File: config.mk
export PLATFORM = sky130hd
export DESIGN_NAME = scgr_front_flat
export DESIGN_NICKNAME = d
export VERILOG_FILES = /design/src/rtl/scgr_pkg.sv /design/src/rtl/scgr_if.sv /design/src/rtl/scgr_front.sv /design/src/flat_wrapper.sv
export SDC_FILE = /design/constraint.sdc
export NUM_CORES = 1
export LEC_CHECK = 0
export BUFFER_PORTS_ARGS = -buffer_cell sky130_fd_sc_hd__buf_2
export CAP_MARGIN = 20
export CORE_MARGIN = 2
export CORE_UTILIZATION = 45
export CTS_BUF_LIST = sky130_fd_sc_hd__clkbuf_8 sky130_fd_sc_hd__clkbuf_16
export DETAILED_ROUTE_END_ITERATION = 10
export PLACE_DENSITY = 0.72
export SLEW_MARGIN = 20
export SYNTH_ARGS = -nofsm -noshare
export SYNTH_HDL_FRONTEND = slang
export SYNTH_SLANG_ARGS = --single-unit
File: constraint.sdc
create_clock -name clk_i -period 5.63 [get_ports clk_i]
set_clock_uncertainty 0.2 [all_clocks]
set_input_delay 0.563 -clock clk_i [delete_from_list [all_inputs] [get_ports clk_i]]
set_output_delay 0.563 -clock clk_i [all_outputs]
set_load 0.01 [all_outputs]
File: src/rtl/scgr_pkg.sv
// Shared types, constants and helpers for the scaled glyph column renderer.
package scgr_pkg;

  localparam int STORE_BYTES   = 2048;
  localparam int STORE_AW      = $clog2(STORE_BYTES);
  localparam int MAX_GLYPH_DIM = 8;
  localparam int MAX_SCALE     = 8;
  localparam int DIM_W         = 4;
  localparam int COL_W         = (MAX_GLYPH_DIM > 1) ? $clog2(MAX_GLYPH_DIM) : 1;
  localparam int SUB_W         = (MAX_SCALE > 1) ? $clog2(MAX_SCALE) : 1;
  localparam int MASK_W        = 64;
  localparam int MASK_IDX_W    = $clog2(MASK_W) + 1;
  localparam int CFG_IDX_W     = 3;
  localparam int QUEUE_DEPTH   = 2;
  localparam int QPTR_W        = $clog2(QUEUE_DEPTH);

  // character code mapping
  localparam logic [7:0] CODE_SPACE       = 8'd32;
  localparam logic [7:0] CODE_LOWER_FIRST = 8'd97;
  localparam logic [7:0] CODE_LOWER_LAST  = 8'd122;
  localparam logic [7:0] CODE_HIGH_FIRST  = 8'd123;
  localparam logic [7:0] BASE_OFFSET      = 8'd33;
  localparam logic [7:0] LOWER_OFFSET     = 8'd65;
  localparam logic [7:0] HIGH_OFFSET      = 8'd60;

  // register reset values
  localparam logic [7:0]       RST_GLYPH_COUNT  = 8'd0;
  localparam logic [DIM_W-1:0] RST_GLYPH_WIDTH  = 4'd5;
  localparam logic [DIM_W-1:0] RST_GLYPH_HEIGHT = 4'd7;
  localparam logic [DIM_W-1:0] RST_SCALE        = 4'd1;
  localparam logic [7:0]       RST_DRAW_MODE    = 8'd1;

  typedef enum logic [CFG_IDX_W-1:0] {
    REG_GLYPH_COUNT  = 3'd0,
    REG_GLYPH_WIDTH  = 3'd1,
    REG_GLYPH_HEIGHT = 3'd2,
    REG_SCALE        = 3'd3,
    REG_DRAW_MODE    = 3'd4
  } cfg_reg_e;

  typedef enum logic {
    CMD_WRITE = 1'b0,
    CMD_DRAW  = 1'b1
  } cmd_e;

  typedef enum logic [1:0] {
    ST_IDLE,
    ST_READ,
    ST_EMIT
  } back_state_e;

  // clamped geometry; the user must keep it static while the block is busy, the block does not enforce it
  typedef struct packed {
    logic [DIM_W-1:0] w;
    logic [DIM_W-1:0] h;
    logic [DIM_W-1:0] s;
    logic [7:0]       mode;
  } geom_t;

  // one classified transaction; addr is the write address or the glyph base
  typedef struct packed {
    cmd_e                cmd;
    logic [STORE_AW-1:0] addr;
    logic [7:0]          data;
    logic                blank;
    logic [7:0]          x0;
    logic [7:0]          y0;
    logic [7:0]          nx;
  } q_entry_t;

  function automatic logic [DIM_W-1:0] clamp_dim(input logic [DIM_W-1:0] v,
                                                 input logic [DIM_W-1:0] hi);
    logic [DIM_W-1:0] r;
    r = v;
    if (v == '0) r = DIM_W'(1);
    else if (v > hi) r = hi;
    return r;
  endfunction

endpackage

File: src/rtl/scgr_if.sv
// Handshake channel interfaces: draw/load input, column output, register write.
interface scgr_in_if import scgr_pkg::*; ();
  logic        valid;
  logic        ready;
  logic        cmd;
  logic [10:0] store_addr;
  logic [7:0]  store_data;
  logic [7:0]  char_code;
  logic [7:0]  pos_x;
  logic [7:0]  pos_y;

  modport source (output valid, cmd, store_addr, store_data, char_code, pos_x, pos_y,
                  input ready);
  modport sink   (input valid, cmd, store_addr, store_data, char_code, pos_x, pos_y,
                  output ready);
endinterface


interface scgr_cfg_if import scgr_pkg::*; ();
  logic                 valid;
  logic                 ready;
  logic [CFG_IDX_W-1:0] index;
  logic [7:0]           data;

  modport source (output valid, index, data, input ready);
  modport sink   (input valid, index, data, output ready);
endinterface

File: src/rtl/scgr_front.sv
// Front end: configuration registers, code mapping and glyph base address.
module scgr_front import scgr_pkg::*; (
  input  logic       clk_i,
  input  logic       rst_ni,
  scgr_cfg_if.sink   cfg_i,
  scgr_in_if.sink    in_i,
  input  logic       full_i,
  output logic       push_o,
  output q_entry_t   entry_o,
  output geom_t      geom_o
);

  logic [7:0]       count_q;
  logic [DIM_W-1:0] width_q;
  logic [DIM_W-1:0] height_q;
  logic [DIM_W-1:0] scale_q;
  logic [7:0]       mode_q;

  logic [DIM_W-1:0] w_c;
  logic [DIM_W-1:0] s_c;
  logic [7:0]       idx;
  logic [11:0]      base;
  logic [7:0]       adv;

  assign cfg_i.ready = 1'b1;

  always_ff @(posedge clk_i or negedge rst_ni) begin
    if (!rst_ni) begin
      count_q  <= RST_GLYPH_COUNT;
      width_q  <= RST_GLYPH_WIDTH;
      height_q <= RST_GLYPH_HEIGHT;
      scale_q  <= RST_SCALE;
      mode_q   <= RST_DRAW_MODE;
    end else if (cfg_i.valid) begin
      unique case (cfg_reg_e'(cfg_i.index))
        REG_GLYPH_COUNT:  count_q  <= cfg_i.data;
        REG_GLYPH_WIDTH:  width_q  <= cfg_i.data[DIM_W-1:0];
        REG_GLYPH_HEIGHT: height_q <= cfg_i.data[DIM_W-1:0];
        REG_SCALE:        scale_q  <= cfg_i.data[DIM_W-1:0];
        REG_DRAW_MODE:    mode_q   <= cfg_i.data;
        default: ;
      endcase
    end
  end

  assign w_c = clamp_dim(width_q, DIM_W'(MAX_GLYPH_DIM));
  assign s_c = clamp_dim(scale_q, DIM_W'(MAX_SCALE));

  assign geom_o.w    = w_c;
  assign geom_o.h    = clamp_dim(height_q, DIM_W'(MAX_GLYPH_DIM));
  assign geom_o.s    = s_c;
  assign geom_o.mode = mode_q;

  // lower case folds onto upper case
  always_comb begin
    if (in_i.char_code >= CODE_LOWER_FIRST && in_i.char_code <= CODE_LOWER_LAST) begin
      idx = in_i.char_code - LOWER_OFFSET;
    end else if (in_i.char_code >= CODE_HIGH_FIRST) begin
      idx = in_i.char_code - HIGH_OFFSET;
    end else begin
      idx = in_i.char_code - BASE_OFFSET;
    end
  end

  assign base = {8'd0, w_c} * {4'd0, idx};
  assign adv  = 8'(({4'd0, w_c} + 8'd1) * {4'd0, s_c});

  assign in_i.ready = !full_i;
  assign push_o     = in_i.valid && !full_i;

  always_comb begin
    entry_o.cmd   = cmd_e'(in_i.cmd);
    entry_o.addr  = (cmd_e'(in_i.cmd) == CMD_DRAW) ? STORE_AW'(base)
                                                   : STORE_AW'(in_i.store_addr);
    entry_o.data  = in_i.store_data;
    entry_o.blank = (in_i.char_code <= CODE_SPACE) || (idx >= count_q);
    entry_o.x0    = in_i.pos_x;
    entry_o.y0    = in_i.pos_y;
    entry_o.nx    = in_i.pos_x + adv;
  end

endmodule

File: src/flat_wrapper.sv
// flat-port wrapper written by rule: the top's interface ports become plain ports
module scgr_front_flat import scgr_pkg::*;
  (clk_i, rst_ni, full_i, push_o, entry_o, geom_o, cfg_i_valid, cfg_i_index, cfg_i_data, cfg_i_ready, in_i_valid, in_i_cmd, in_i_store_addr, in_i_store_data, in_i_char_code, in_i_pos_x, in_i_pos_y, in_i_ready);
  scgr_cfg_if cfg_i_i ();
  scgr_in_if in_i_i ();
  input  logic clk_i;
  input  logic rst_ni;
  input  logic full_i;
  output logic push_o;
  output q_entry_t entry_o;
  output geom_t geom_o;
  input wire logic [$bits(cfg_i_i.valid)-1:0] cfg_i_valid;
  input wire logic [$bits(cfg_i_i.index)-1:0] cfg_i_index;
  input wire logic [$bits(cfg_i_i.data)-1:0] cfg_i_data;
  output wire logic [$bits(cfg_i_i.ready)-1:0] cfg_i_ready;
  input wire logic [$bits(in_i_i.valid)-1:0] in_i_valid;
  input wire logic [$bits(in_i_i.cmd)-1:0] in_i_cmd;
  input wire logic [$bits(in_i_i.store_addr)-1:0] in_i_store_addr;
  input wire logic [$bits(in_i_i.store_data)-1:0] in_i_store_data;
  input wire logic [$bits(in_i_i.char_code)-1:0] in_i_char_code;
  input wire logic [$bits(in_i_i.pos_x)-1:0] in_i_pos_x;
  input wire logic [$bits(in_i_i.pos_y)-1:0] in_i_pos_y;
  output wire logic [$bits(in_i_i.ready)-1:0] in_i_ready;
  assign cfg_i_i.valid = cfg_i_valid;
  assign cfg_i_i.index = cfg_i_index;
  assign cfg_i_i.data = cfg_i_data;
  assign cfg_i_ready = cfg_i_i.ready;
  assign in_i_i.valid = in_i_valid;
  assign in_i_i.cmd = in_i_cmd;
  assign in_i_i.store_addr = in_i_store_addr;
  assign in_i_i.store_data = in_i_store_data;
  assign in_i_i.char_code = in_i_char_code;
  assign in_i_i.pos_x = in_i_pos_x;
  assign in_i_i.pos_y = in_i_pos_y;
  assign in_i_ready = in_i_i.ready;
  scgr_front u_core (.clk_i(clk_i), .rst_ni(rst_ni), .cfg_i(cfg_i_i), .in_i(in_i_i), .full_i(full_i), .push_o(push_o), .entry_o(entry_o), .geom_o(geom_o));
endmodule
==> flow_summary.ini <==
[status]
status = finished clean

[drt]
routed_wirelength_mm = 7.46
routed_via_density = 4.96
ant_nets = 0
first_iter_violations = 70
drc = 0
drt_pass1_iterations = 4
routedWlPerCell_um = 12.3
routed-via-count = 3003

[synth]
synth_cell_types = 51
synth_top_cell_by_area = ha_1
ys.flop_type = dfrtp_1
yosys.area.top_type_share_pct = 15.3
synthCells = 424
yosysWarnings = 0
synthTopCellsByArea = ha_1 15%, dfrtp_1 14%, fa_1 12%, mux2_2 8.7%, inv_1 6.5%
ys_ff_latch = 28
synth.yosys.seq_area_share_pct = 18.9
syn_area_um2 = 3760
synth.avg_cell_area_um2 = 8.86
synth_edf_count = 0
async_flop_share_pct = 100

[finish]
layout_commonest_cell = buf_2
diodes = 0
stdcell_count = 605
drive_gt1_share_pct = 36.2
nNetsFinal = 630
final_area_um2 = 4370
final_cell_mix = 94 x buf_2, 65 x inv_1, 43 x ha_1
area_growth_syn_to_layout_pct = 16.2
fillCellCount = 743
utilization_pct = 53.4

[place]
place_area_um2 = 4170
dpl.hpwl_mm = 6.21
pre_cts_slack_ps = 1.57
place_inst = 595
gp_congestion = 0.857
numPortBuffers = 94

[clocking]
ctsRootBufferMaster = clkbuf_8
clkLatencyLatePin_ps = 270
htree_levels = 1
cts_tree = done
cts_buffer_depth = 2
clk_pin_slew_ps = 90
cts_sinks = 28
cts_buffers = 3

[worst_setup_path]
crit_path_max_fanout = 7
crit_arrival_ps = 4700
start_kind = input port
worst-setup-path-type = input port to output port
crit_required_ps = 4870
endpoint_kind = output port

[sta]
relSlewSlack_pct = 59.5
setup_violations = 0
fmax_mhz = 183
final_max_slew_viol_count = 0
min_period_ps = 5470
tightest_slew_ps = 608
fin_crit_sh_pct = 97.1
setup_ws_ps = 165
hold_violations = 0

[power]
peakVddDrop_mv = 0.205
total_leakage_power_nw = 2.31
power.density_nw_per_um2 = 353

[floorplanning]
dieWidth_um = 95.4
io_pins = 128
dieArea_um2 = 9100
start_util_pct = 46.0
rows = 33
die_y_um = 95.4
core-area_um2 = 8180

[global_route]
grt_pass1_wl_mm = 11.9
grt_usage_pct = 15.9
antenna_found_initial = 0
first_global_vias = 2797
grt_max_degree = 29
overflow = 0

[min_path]
hp-class = input port to async pin

[job]
max_cap_viol_count = 0
[flip-flops by register name, indices dropped and copies added, names as in the netlist]
signal,count
u_core.scale_q,4
u_core.mode_q,8
u_core.height_q,4
u_core.width_q,4
u_core.count_q,8
[worst paths after layout]
path	startpoint	endpoint	slack [ps]	cells after the start
worst min register to register	u_core.mode_q[7]$_DFFE_PN0P_	u_core.mode_q[7]$_DFFE_PN0P_	310	1
worst min-delay path	rst_ni	u_core.mode_q[3]$_DFFE_PN0P_	100	1
min in group clk_i	cfg_i_data[6]	u_core.count_q[6]$_DFFE_PN0P_	310	3
worst max register to register	u_core.width_q[3]$_DFFE_PN0P_	u_core.width_q[3]$_DFFE_PN0P_	4530	1
max in group asynchronous	rst_ni	u_core.width_q[3]$_DFFE_PN0P_	4710	1
worst max-delay path	in_i_char_code[2]	entry_o[42]	160	21
[synth_stat cells (11+ instances only)]
cell	count
a21oi_1	11
and2_1	17
buf_4	26
dfrtp_1	21
fa_1	23
ha_1	46
inv_1	65
mux2_2	29
nand2_1	29
nor2_1	34
o21ai_0	14
xnor2_1	18
[layer usage]
| layer | track usage [%] | wire (um) | up-vias |
|---|---|---|---|
| met5 | 0 | 0 | - |
| met4 | 3.21 | 89 | 0 |
| met3 | 1.82 | 410 | 14 |
| met2 | 28.6 | 3580 | 100 |
| met1 | 20.7 | 3380 | 1390 |
| li1 | - | - | 1499 |
[layout make-up]
class                   instances  area [um2]  area share (%)
inverters                      68         255            5.84
well taps                     105         131            3.01
flip-flops and latches         28         711            16.3
clock buffers                   4        55.1            1.26
repair buffers                107         568            13.0
multi-input cells             293        2650            60.6
[per-stage QoR]
| step | hold WS [ps] | total power (W) | TNS [ps] |
|---|---|---|---|
| 2_1_floorplan | 67.4 | 0.00108 | 0 |
| 3_3_place_gp | 289 | 0.00135 | 0 |
| 3_5_place_dp | 291 | 0.00138 | 0 |
| 4_1_cts | 113 | 0.00151 | 0 |
| 5_1_grt | 130 | 0.00171 | -84.6 |
| 6_report | 95.5 | 0.00154 | 0 |
[repair_timing]
action                                  CTS  global route
pin swaps                                 0             7
hold endpoints to repair                  0             0
setup buffers                             0             6
resized for setup                         1            18
hold buffers                              0             0
cloned                                    0             0
endpoints found under the setup margin    1             5
[report_power, final]
part | internal (W) | leakage (nW) | switching, W | total, W
sequential | 0.000253 | 0.326 | 0.0000316 | 0.000285
clock | 0.0000625 | 0.0288 | 0.0000583 | 0.000121
combinational | 0.000533 | 1.96 | 0.000603 | 0.00114
[cells by family (layout without fill, tap and decap cells)]
| family | after synthesis | after routing | synth area share [%] |
|---|---|---|---|
| flops | 28 | 28 | 18.9 |
| buf+inv | 105 | 179 | 13.4 |
| xor+xnor | 24 | 24 | 6.39 |
| mux | 30 | 30 | 8.95 |
| other cells | 2 | 4 | 0.200 |
| compound gates | 55 | 55 | 10.6 |
| simple gates | 111 | 111 | 14.1 |
| fa+ha+maj | 69 | 69 | 27.6 |
[worst max-delay path, stage by stage]
cell      delay, ps
buf_2           140
inv_1            80
ha_2            210
a21oi_2          60
a211oi_2        230
a41oi_2         240
buf_4           210
mux2i_4         180
xnor2_2         200
and2_4          180
fa_1            520
inv_1            50
fa_1            540
inv_1            70
ha_4            180
nor3_1          200
o21ai_0         130
a31oi_1         230
xnor2_1          90
mux2_2          250
buf_2           140
Note: power is estimated with default switching activity, not from simulation.
