<file path="src/rtl/scgr_pkg.sv">
// Shared types, constants and helpers for the scaled glyph column renderer.
package scgr_pkg;

  localparam int STORE_BYTES   = 2048;
  localparam int STORE_AW      = $clog2(STORE_BYTES);
  localparam int MAX_GLYPH_DIM = 8;
  localparam int MAX_SCALE     = 8;
  localparam int DIM_W         = 4;
  localparam int COL_W         = (MAX_GLYPH_DIM > 1) ? $clog2(MAX_GLYPH_DIM) : 1;
  localparam int SUB_W         = (MAX_SCALE > 1) ? $clog2(MAX_SCALE) : 1;
  localparam int MASK_W        = 64;
  localparam int MASK_IDX_W    = $clog2(MASK_W) + 1;
  localparam int CFG_IDX_W     = 3;
  localparam int QUEUE_DEPTH   = 2;
  localparam int QPTR_W        = $clog2(QUEUE_DEPTH);

  // character code mapping
  localparam logic [7:0] CODE_SPACE       = 8'd32;
  localparam logic [7:0] CODE_LOWER_FIRST = 8'd97;
  localparam logic [7:0] CODE_LOWER_LAST  = 8'd122;
  localparam logic [7:0] CODE_HIGH_FIRST  = 8'd123;
  localparam logic [7:0] BASE_OFFSET      = 8'd33;
  localparam logic [7:0] LOWER_OFFSET     = 8'd65;
  localparam logic [7:0] HIGH_OFFSET      = 8'd60;

  // register reset values
  localparam logic [7:0]       RST_GLYPH_COUNT  = 8'd0;
  localparam logic [DIM_W-1:0] RST_GLYPH_WIDTH  = 4'd5;
  localparam logic [DIM_W-1:0] RST_GLYPH_HEIGHT = 4'd7;
  localparam logic [DIM_W-1:0] RST_SCALE        = 4'd1;
  localparam logic [7:0]       RST_DRAW_MODE    = 8'd1;

  typedef enum logic [CFG_IDX_W-1:0] {
    REG_GLYPH_COUNT  = 3'd0,
    REG_GLYPH_WIDTH  = 3'd1,
    REG_GLYPH_HEIGHT = 3'd2,
    REG_SCALE        = 3'd3,
    REG_DRAW_MODE    = 3'd4
  } cfg_reg_e;

  typedef enum logic {
    CMD_WRITE = 1'b0,
    CMD_DRAW  = 1'b1
  } cmd_e;

  typedef enum logic [1:0] {
    ST_IDLE,
    ST_READ,
    ST_EMIT
  } back_state_e;

  // clamped geometry; the user must keep it static while the block is busy, the block does not enforce it
  typedef struct packed {
    logic [DIM_W-1:0] w;
    logic [DIM_W-1:0] h;
    logic [DIM_W-1:0] s;
    logic [7:0]       mode;
  } geom_t;

  // one classified transaction; addr is the write address or the glyph base
  typedef struct packed {
    cmd_e                cmd;
    logic [STORE_AW-1:0] addr;
    logic [7:0]          data;
    logic                blank;
    logic [7:0]          x0;
    logic [7:0]          y0;
    logic [7:0]          nx;
  } q_entry_t;

  function automatic logic [DIM_W-1:0] clamp_dim(input logic [DIM_W-1:0] v,
                                                 input logic [DIM_W-1:0] hi);
    logic [DIM_W-1:0] r;
    r = v;
    if (v == '0) r = DIM_W'(1);
    else if (v > hi) r = hi;
    return r;
  endfunction

endpackage

</file>
<file path="src/rtl/scgr_fifo.sv">
// Short queue between the front end and the column sequencer.
module scgr_fifo import scgr_pkg::*; (
  input  logic     clk_i,
  input  logic     rst_ni,
  input  logic     push_i,
  input  q_entry_t entry_i,
  output logic     full_o,
  output logic     valid_o,
  input  logic     pop_i,
  output q_entry_t entry_o
);

  q_entry_t            slot_q [QUEUE_DEPTH];
  logic [QPTR_W-1:0]   wr_ptr_q;
  logic [QPTR_W-1:0]   rd_ptr_q;
  logic [QPTR_W:0]     fill_q;

  assign full_o  = (fill_q == (QPTR_W+1)'(QUEUE_DEPTH));
  assign valid_o = (fill_q != '0);
  assign entry_o = slot_q[rd_ptr_q];

  always_ff @(posedge clk_i or negedge rst_ni) begin
    if (!rst_ni) begin
      wr_ptr_q <= '0;
      rd_ptr_q <= '0;
      fill_q   <= '0;
    end else begin
      if (push_i) wr_ptr_q <= wr_ptr_q + QPTR_W'(1);
      if (pop_i)  rd_ptr_q <= rd_ptr_q + QPTR_W'(1);
      if (push_i && !pop_i)      fill_q <= fill_q + (QPTR_W+1)'(1);
      else if (pop_i && !push_i) fill_q <= fill_q - (QPTR_W+1)'(1);
    end
  end

  always_ff @(posedge clk_i) begin
    if (push_i) slot_q[wr_ptr_q] <= entry_i;
  end

endmodule

</file>
<file path="config.mk">
export PLATFORM = sky130hd
export DESIGN_NAME = scgr_fifo
export DESIGN_NICKNAME = d
export VERILOG_FILES = /design/src/rtl/scgr_pkg.sv /design/src/rtl/scgr_fifo.sv
export SDC_FILE = /design/constraint.sdc
export NUM_CORES = 1
export LEC_CHECK = 0
export ABC_AREA = 1
export BUFFER_PORTS_ARGS = -buffer_cell sky130_fd_sc_hd__buf_2
export CORE_ASPECT_RATIO = 2
export CORE_MARGIN = 2
export CORE_UTILIZATION = 35
export DETAILED_ROUTE_END_ITERATION = 12
export PLACE_DENSITY = 0.59
export SLEW_MARGIN = 30
export SYNTH_ARGS = -nofsm -noshare
export SYNTH_HDL_FRONTEND = slang
export SYNTH_SLANG_ARGS = --single-unit
export TNS_END_PERCENT = 30
</file>
<file path="constraint.sdc">
create_clock -name clk_i -period 6.15 [get_ports clk_i]
set_input_delay 1.23 -clock clk_i [delete_from_list [all_inputs] [get_ports clk_i]]
set_output_delay 1.23 -clock clk_i [all_outputs]
set_load 0.02 [all_outputs]
</file>
==> results.txt, run 1 <==
Post-synth ARST share -> 4.26%
Tot GR Track Use -> 10.9%
Min Clock Period, post-route -> 3.12 ns
period utilization -> 50.8%
Vias -> 1769
Clock Latency Late Sink -> 0.33 ns
Crit Path Category -> reg2out
FF-to-FF Start -> wr_ptr_q
Design Area, Final -> 0.00454 mm2
nets -> 318
DR vias/cell -> 4.35
HPWL Detailed -> 3980 um
RSZ-0062 raised after global routing -> false
hold endpoint -> fill_q[1]
most frequent cell after synthesis -> edfxtp_1
sequential share of the synthesized area -> 76.7%
R2R cell count -> 2
Seq cells post-synth -> 94
vias in the first global route -> 1852
PnR Total Power -> 2.19 mW
CORE AREA -> 0.0101 mm2
die width -> 76.2 um
total CTS buffers -> 9
WP data required -> 4.92 ns
P_leak -> 1.84 nW
postcts setup bufs -> 0
R2R Path End -> slot_q[0][15]
Reg clk slew, reported paths -> 0.06 ns
worst-margin pin slew -> 0.819 ns
post-synth cell types -> 14
Total Wirelength -> 5980 um
skew final -> 0.00529 ns
Fmax -> 320 MHz
Synth area leaders -> edfxtp_1 (74%), mux2_4 (16%), dfrtp_1 (2.7%)
Worst Hold Path Cells -> 2
Pwr per Cell Area -> 482 mW/mm2
status -> completed
worst setup margin -> 3.03 ns
mapped cell area -> 0.00365 mm2
Hold Vio Cnt, Final -> 0
max cap viols -> 0
clk sink count -> 94
Post-DP Area -> 0.00423 mm2
number of max-slew violations in the final report -> 0
TritonCTS clock tree -> yes
pre-CTS setup slack -> 3.34 ns
clock tree buffer depth -> 2
GRT overflow -> 0
top-area cell type share of the netlist area -> 74.0%
initial antenna violation count -> 0
Post-Syn Nets -> 215
arrival time worst endpoint -> 1.89 ns
synth warn -> 0
Pre-antenna DRT Iters -> 4
area delta synth->final -> 24.2%
crit start category -> flop
wire length per cell -> 14.7 um
most frequent cells after synthesis -> edfxtp_1 (90), mux2_4 (39), inv_1 (7)
DRC errors left -> 0
root buf cell -> clkbuf_16
HP Start -> fill_q[1]
# IOs -> 96
chip height -> 148 um
number of port buffers -> 95
pin count of the biggest net entering global routing -> 47
top_reg_cell synth -> edfxtp_1
slew margin rel. -> 45.4%
Reg2Reg Setup Slack -> 4.46 ns
Hold Path Class -> reg2reg
initial DRC count -> 79
RePlAce Congestion -> 0.649
# hold bufs at CTS -> 0
Placement Rows -> 52
htree depth -> 3
final-report setup violation count -> 0
WHS -> 0.484 ns
Initial Util -> 36.0%
remaining antenna violation count -> 0
post-synth top area cell -> edfxtp_1
syn_area_per_cell -> 22.1 um2
Worst VDD drop -> 0.000246 V
CP endpoint kind -> output port
EDFF count, synth -> 90
cell count after synthesis -> 165
ant diodes -> 0
Max Fanout on Critical Path -> 46
global-route wire length before repair -> 9090 um
fillcell total -> 943
share of post-route cells with drive strength above 1 -> 57.7%
area of the die -> 0.0113 mm2
Sum Neg Setup Slack -> 0 ns
Resize count post-CTS -> 0
## worst max-delay path, stage by stage (launching register included)
cell,delay (ns)
dfrtp_2,0.33
buf_4,0.65
mux2_2,0.41
buf_2,0.16
## metal layers
metal	global-route usage, %	vias up	part of all wire [%]	wire length [um]
met1	10.1	864	35	2070
met3	2.49	10	3.8	229
li1	-	838	-	-
met4	7.09	0	2.7	164
met5	0	-	0	0
met2	21.0	57	59	3510
## worst max-delay path by stage
stage	startpoint	endpoint	slack (ns)
after floorplan	push_i	slot_q[0][0]	2.54
after global placement	rd_ptr_q	entry_o[25]	3.35
after detailed placement	rd_ptr_q	entry_o[31]	3.34
after CTS	rd_ptr_q	entry_o[31]	2.97
after global routing	rd_ptr_q	entry_o[30]	2.92
final	rd_ptr_q	entry_o[31]	3.03
## per-stage QoR
stage | util [%] | instances
2_1_floorplan | - | 165
3_3_place_gp | 41.7 | 392
3_5_place_dp | 41.7 | 392
4_1_cts | 44.7 | 407
5_1_grt | 44.7 | 407
6_report | 44.7 | 407
## power by group
part / switching, mW / internal (mW) / total (mW)
sequential: 0.0333 / 0.852 / 0.886
combinational: 0.418 / 0.321 / 0.739
clock: 0.212 / 0.351 / 0.563
total: 0.663 / 1.52 / 2.19
## state kept, by name, indices dropped and copies added (netlist names)
name and flops:
wr_ptr_q 1, fill_q 2, rd_ptr_q 1, slot_q 90
## cells in the final DEF, fill, tap and decap left out, types with 2 or more instances in the layout
cell,instances
inv_1,6
buf_2,95
xor2_1,2
clkinv_1,2
nand2_1,6
buf_4,2
mux2_2,6
clkbuf_16,9
edfxtp_1,90
dfrtp_1,3
mux2_4,39
bufinv_16,2
## cell type report
class,count,area [um2],area share [%]
Sequential cell,94,2800,61.8
Multi-Input combinational cell,59,741,16.3
Timing Repair Buffer,97,490,10.8
Clock buffer,10,229,5.05
Tap cell,135,169,3.72
Clock inverter,5,75.1,1.65
Inverter,7,28.8,0.634
## kinds of logic (layout without fill, tap and decap cells)
group / Yosys count / after routing / share of synthesized area [%]
adder cells (fa/ha/maj): 1 / 1 / 0.342
AND/OR/NAND/NOR: 10 / 10 / 1.13
XOR/XNOR: 3 / 3 / 0.719
multiplexers: 45 / 45 / 17.9
buffers and inverters: 12 / 119 / 3.22
flip-flops: 94 / 94 / 76.7
Power figures use the tool's default switching activity.
==> run 2: changes to the inputs <==
--- a/config.mk
+++ b/config.mk
@@ -5,7 +5,7 @@
 export SDC_FILE = /design/constraint.sdc
 export NUM_CORES = 1
 export LEC_CHECK = 0
-export ABC_AREA = 1
+export ABC_AREA = 0
 export BUFFER_PORTS_ARGS = -buffer_cell sky130_fd_sc_hd__buf_2
 export CORE_ASPECT_RATIO = 2
 export CORE_MARGIN = 2
==> constraint.sdc (replaced) <==
create_clock -name clk_i -period 3.1 [get_ports clk_i]
set_input_delay 0.62 -clock clk_i [delete_from_list [all_inputs] [get_ports clk_i]]
set_output_delay 0.62 -clock clk_i [all_outputs]
set_load 0.02 [all_outputs]
==> results.txt, run 2 <==
share of post-route cells with drive strength above 1 -> 61.5%
skew final -> 0.00557 ns
Pwr per Cell Area -> 941 mW/mm2
RSZ-0062 raised after global routing -> false
combinational cell fraction of total power -> 34.3%
EDFF count, synth -> 90
sequential share of the synthesized area -> 77.1%
P_int -> 2.91 mW
post-synth cell types -> 14
P_leak -> 1.81 nW
slew margin rel. -> 61.4%
clock tree buffer depth -> 2
status -> completed
RePlAce Congestion -> 0.645
# IOs -> 96
proportion of synthesized area in mux cells -> 18.0%
Sum Neg Setup Slack -> 0 ns
Seq cells post-synth -> 94
Total Wirelength -> 6040 um
biggest regs -> slot_q: 90 flops, fill_q: 2 flops
remaining antenna violation count -> 0
Design Area, Final -> 0.00454 mm2
wire length per cell -> 15.1 um
pin count of the biggest net entering global routing -> 39
nets -> 310
WP data required -> 2.48 ns
FF-to-FF Start -> wr_ptr_q
combinational family with the most area after synthesis -> multiplexers
number of port buffers -> 95
postcts setup bufs -> 0
area delta synth->final -> 24.9%
root buf cell -> clkbuf_16
initial DRC count -> 53
synth warn -> 0
placed cell count -> 384
area fraction in compound gates after synthesis -> 0%
Crit Path Category -> reg2out
top-area cell type share of the netlist area -> 74.3%
GRT overflow -> 0
Reg clk slew, reported paths -> 0.06 ns
post-synthesis xor/xnor area fraction -> 1.20%
area of the die -> 0.0113 mm2
Resize count post-CTS -> 0
Placement Rows -> 52
DR vias/cell -> 4.38
period utilization -> 77.2%
worst-margin pin slew -> 0.578 ns
post-synthesis simple-gate area fraction -> 0.791%
CP endpoint kind -> output port
max cap viols -> 0
clk sink count -> 94
Clock Latency Late Sink -> 0.34 ns
Synth area leaders -> edfxtp_1 (74%), mux2_4 (16%), dfrtp_1 (2.8%)
P_sw -> 1.36 mW
max FFs per register -> 90
Reg2Reg Setup Slack -> 1.58 ns
Tot GR Track Use -> 11.3%
Sw Share -> 31.9%
Worst Setup SP -> rd_ptr_q
Slowest cell on crit path -> dfrtp_2
vias in the first global route -> 1930
commonest cells after routing, fill and taps aside -> buf_2 (95), edfxtp_1 (90), mux2_4 (39)
crit start category -> flop
chip height -> 148 um
Initial Util -> 35.8%
top_reg_cell synth -> edfxtp_1
Reg with most FFs -> slot_q
Post-synth ARST share -> 4.26%
ant diodes -> 0
syn_area_per_cell -> 23.3 um2
Clock Power Share -> 23.7%
commonest non-fill, non-tap cell in the layout -> buf_2
TritonCTS clock tree -> yes
HPWL Detailed -> 4100 um
most frequent cell after synthesis -> edfxtp_1
total CTS buffers -> 9
cell count after synthesis -> 156
Pre-antenna DRT Iters -> 4
Vias -> 1751
arrival time worst endpoint -> 1.77 ns
die width -> 76.1 um
Worst VDD drop -> 0.000506 V
post-synthesis adder-cell area fraction -> 0.344%
Hold Path Class -> in2async
Hold Vio Cnt, Final -> 0
Max Fanout on Critical Path -> 38
htree depth -> 3
crit-path max cell delay -> 0.55 ns
# hold bufs at CTS -> 0
final-report setup violation count -> 0
mapped cell area -> 0.00364 mm2
PnR Total Power -> 4.28 mW
DRC errors left -> 0
initial antenna violation count -> 0
Min Clock Period, post-route -> 2.39 ns
most frequent cells after synthesis -> edfxtp_1 (90), mux2_4 (39), mux2_2 (6)
crit-path cells -> buf_12, mux2_2, buf_2
CORE AREA -> 0.0101 mm2
Fmax -> 418 MHz
Post-DP Area -> 0.00426 mm2
global-route wire length before repair -> 9430 um
sequential share of power -> 41.9%
post-synth top area cell -> edfxtp_1
number of max-slew violations in the final report -> 0
Final Non-Filler Cells -> 400
Post-Syn Nets -> 206
final core utilization -> 44.7%
==> run 2: path summary, 6_finish.rpt <==
path,endpoint,cells past startpoint
min,wr_ptr_q,1
max reg2reg,slot_q[0][11],2
min in group clk_i,slot_q[0][39],1
max,entry_o[24],3
min reg2reg,fill_q[1],1
max in group asynchronous,rd_ptr_q,1
==> run 2: worst max-delay path, delay by kind of cell (launching register included) <==
kind | cells | cell delay [ns]
mux | 1 | 0.38
buf+inv | 2 | 0.49
flops | 1 | 0.55
==> run 2: cell type report <==
class                      instances  area [um2]
tap                              135         169
fill                             931        5610
inverter                           1        3.75
timing repair buffer              98         536
multi-input combinational         56         747
sequential                        94        2800
clock buffer                       9         225
clock inverter                     7        57.6
==> run 2: routing by layer <==
metal  up-vias  GRT usage, %  part of all wire (%)
met5         -             0                     0
met4         0          7.82                   2.5
met3        10          3.88                   6.0
met2        62          20.3                    55
met1       867          10.8                    36
li1        812             -                     -
==> run 2: cell families after synthesis <==
logic type,after synthesis
DFF,94
muxes,45
buffers and inverters,6
xor gates and xnor gates,5
and+or+nand+nor,5
adders and majority gates,1
==> run 2: stage by stage <==
step	hold slack, ns	setup WS (ns)
detailed placement	0.440	1.05
global placement	0.434	1.05
floorplan	0.324	0.0242
global route	0.0741	0.626
CTS	0.0699	0.666
finish	0.0792	0.708
==> run 2: power groups by stage <==
| stage | combinational (mW) | clock, mW | sequential (mW) |
|---|---|---|---|
| 2_1_floorplan | 1.19 | 0 | 1.78 |
| 3_3_place_gp | 1.50 | 0 | 1.82 |
| 3_5_place_dp | 1.50 | 0 | 1.82 |
| 4_1_cts | 1.51 | 1.05 | 1.80 |
| 5_1_grt | 1.57 | 1.09 | 1.82 |
| 6_report | 1.47 | 1.01 | 1.79 |
==> run 3: changes to the inputs <==
--- a/config.mk
+++ b/config.mk
@@ -5,13 +5,13 @@
 export SDC_FILE = /design/constraint.sdc
 export NUM_CORES = 1
 export LEC_CHECK = 0
-export ABC_AREA = 0
+export ABC_AREA = 1
 export BUFFER_PORTS_ARGS = -buffer_cell sky130_fd_sc_hd__buf_2
 export CORE_ASPECT_RATIO = 2
 export CORE_MARGIN = 2
 export CORE_UTILIZATION = 35
 export DETAILED_ROUTE_END_ITERATION = 12
-export PLACE_DENSITY = 0.59
+export PLACE_DENSITY = 0.61
 export SLEW_MARGIN = 30
 export SYNTH_ARGS = -nofsm -noshare
 export SYNTH_HDL_FRONTEND = slang
==> constraint.sdc (replaced) <==
create_clock -name clk_i -period 2 [get_ports clk_i]
set_input_delay 0.4 -clock clk_i [delete_from_list [all_inputs] [get_ports clk_i]]
set_output_delay 0.4 -clock clk_i [all_outputs]
set_load 0.02 [all_outputs]
==> results.txt, run 3 (same netlist as run 1, synthesis figures left out) <==
Reg clk slew, reported paths -> 0.06 ns
Clock Latency Late Sink -> 0.33 ns
Reg2Reg Setup Slack -> 0.77 ns
Min Clock Period, post-route -> 1.89 ns
# IOs -> 96
biggest regs -> slot_q: 90 flops, fill_q: 2 flops
WP data required -> 1.60 ns
Worst Hold Path Cells -> 1
Design Area, Final -> 0.00455 mm2
initial DRC count -> 85
HP Start -> entry_i[22]
vias in the first global route -> 1938
Sum Neg Setup Slack -> 0 ns
Hold Vio Cnt, Final -> 0
hold endpoint -> slot_q[1][22]
htree depth -> 3
crit start category -> flop
crit-path cells -> buf_12, mux2_2, buf_2
GRT overflow -> 0
Hold Path Class -> in2reg
Total Wirelength -> 6230 um
fillcell total -> 923
Pwr per Cell Area -> 1440 mW/mm2
skew final -> 0.00475 ns
Max Fanout on Critical Path -> 25
Pre-antenna DRT Iters -> 4
postcts setup bufs -> 0
number of port buffers -> 95
root buf cell -> clkbuf_16
Fmax -> 530 MHz
wire length per cell -> 15.0 um
nets -> 323
clock tree buffer depth -> 2
commonest non-fill, non-tap cell in the layout -> buf_2
HPWL Detailed -> 4440 um
Reg with most FFs -> slot_q
CORE AREA -> 0.0101 mm2
max cap viols -> 0
Crit Path Category -> reg2out
DRC errors left -> 0
share of post-route cells with drive strength above 1 -> 57.4%
TritonCTS clock tree -> yes
slew margin rel. -> 76.8%
number of max-slew violations in the final report -> 0
Resize count post-CTS -> 0
FF-to-FF Start -> wr_ptr_q
Initial Util -> 36.0%
area delta synth->final -> 24.6%
status -> completed
Vias -> 1786
R2R Path End -> slot_q[1][32]
Worst VDD drop -> 0.000617 V
period utilization -> 94.3%
pin count of the biggest net entering global routing -> 26
commonest cells after routing, fill and taps aside -> buf_2 (95), edfxtp_1 (90), mux2_4 (39)
global-route wire length before repair -> 9490 um
CP endpoint kind -> output port
final core utilization -> 44.8%
DR vias/cell -> 4.30
WHS -> 0.255 ns
RePlAce Congestion -> 0.685
Slowest cell on crit path -> dfrtp_2
Placement Rows -> 52
max FFs per register -> 90
area of the die -> 0.0113 mm2
chip height -> 148 um
worst-margin pin slew -> 0.348 ns
Buffers & Inverters on Critical Path -> 2
P_leak -> 1.85 nW
crit-path max cell delay -> 0.41 ns
# hold bufs at CTS -> 1
total CTS buffers -> 9
clk sink count -> 94
arrival time worst endpoint -> 1.49 ns
R2R cell count -> 3
Tot GR Track Use -> 11.7%
remaining antenna violation count -> 0
die width -> 76.2 um
initial antenna violation count -> 3
Post-DP Area -> 0.00429 mm2
final-report setup violation count -> 0
cell family with most CP delay -> flip-flops
RSZ-0062 raised after global routing -> false
run 3: cell count changes in the layout (fill, tap and decap cells not counted), moves of 3 or more:
cell / change
clkbuf_1: +3
clkinvlp_4: -3
nand2_1: +6
buf_4: +4
diode_2: +3
inv_1: +5
run 3: report_power, final:
part,switching (mW),internal [mW]
Sequential,0.121,2.62
Clock,0.618,0.825
Combinational,1.29,1.06
Total,2.03,4.51
run 3: metrics by stage:
step                worst slack [ns]  std cells  total power [mW]
global route                  0.0326        412              6.86
finish                         0.114        415              6.54
floorplan                      0.253        165              4.61
CTS                           0.0792        412              6.67
detailed placement             0.454        396              5.20
global placement               0.456        396              5.17
run 3: worst reg2reg max path, delay by kind of cell, from the launching register on:
family	cells	cell delay (ns)
DFF	1	0.42
and+or+nand+nor	1	0.08
buffers and inverters	2	0.38
run 3: final cells by class:
type / count / area (um2) / share of cell area [%]
multi-input cells: 59 / 741 / 16.3
well taps: 135 / 169 / 3.71
diodes: 3 / 7.51 / 0.165
repair buffers: 102 / 556 / 12.2
inverters: 7 / 26.3 / 0.577
flip-flops and latches: 94 / 2800 / 61.6
clock inverters: 3 / 12.5 / 0.275
clock buffers: 12 / 236 / 5.20
run 3: worst max path at each step:
stage	start	endpoint	slack (ns)	depth (start not counted)
3_3_place_gp	rd_ptr_q	entry_o[29]	0.46	3
6_report	rd_ptr_q	entry_o[44]	0.11	3
3_5_place_dp	rd_ptr_q	entry_o[44]	0.45	3
2_1_floorplan	wr_ptr_q	slot_q[1][0]	0.25	2
4_1_cts	rd_ptr_q	entry_o[44]	0.08	3
5_1_grt	rd_ptr_q	entry_o[44]	0.03	3
run 3: metal layers:
metal | GRT usage (%) | share of wire, %
met5 | 0 | 0
met4 | 8.00 | 3.1
met2 | 22.0 | 59
met1 | 10.1 | 32
met3 | 3.76 | 5.5
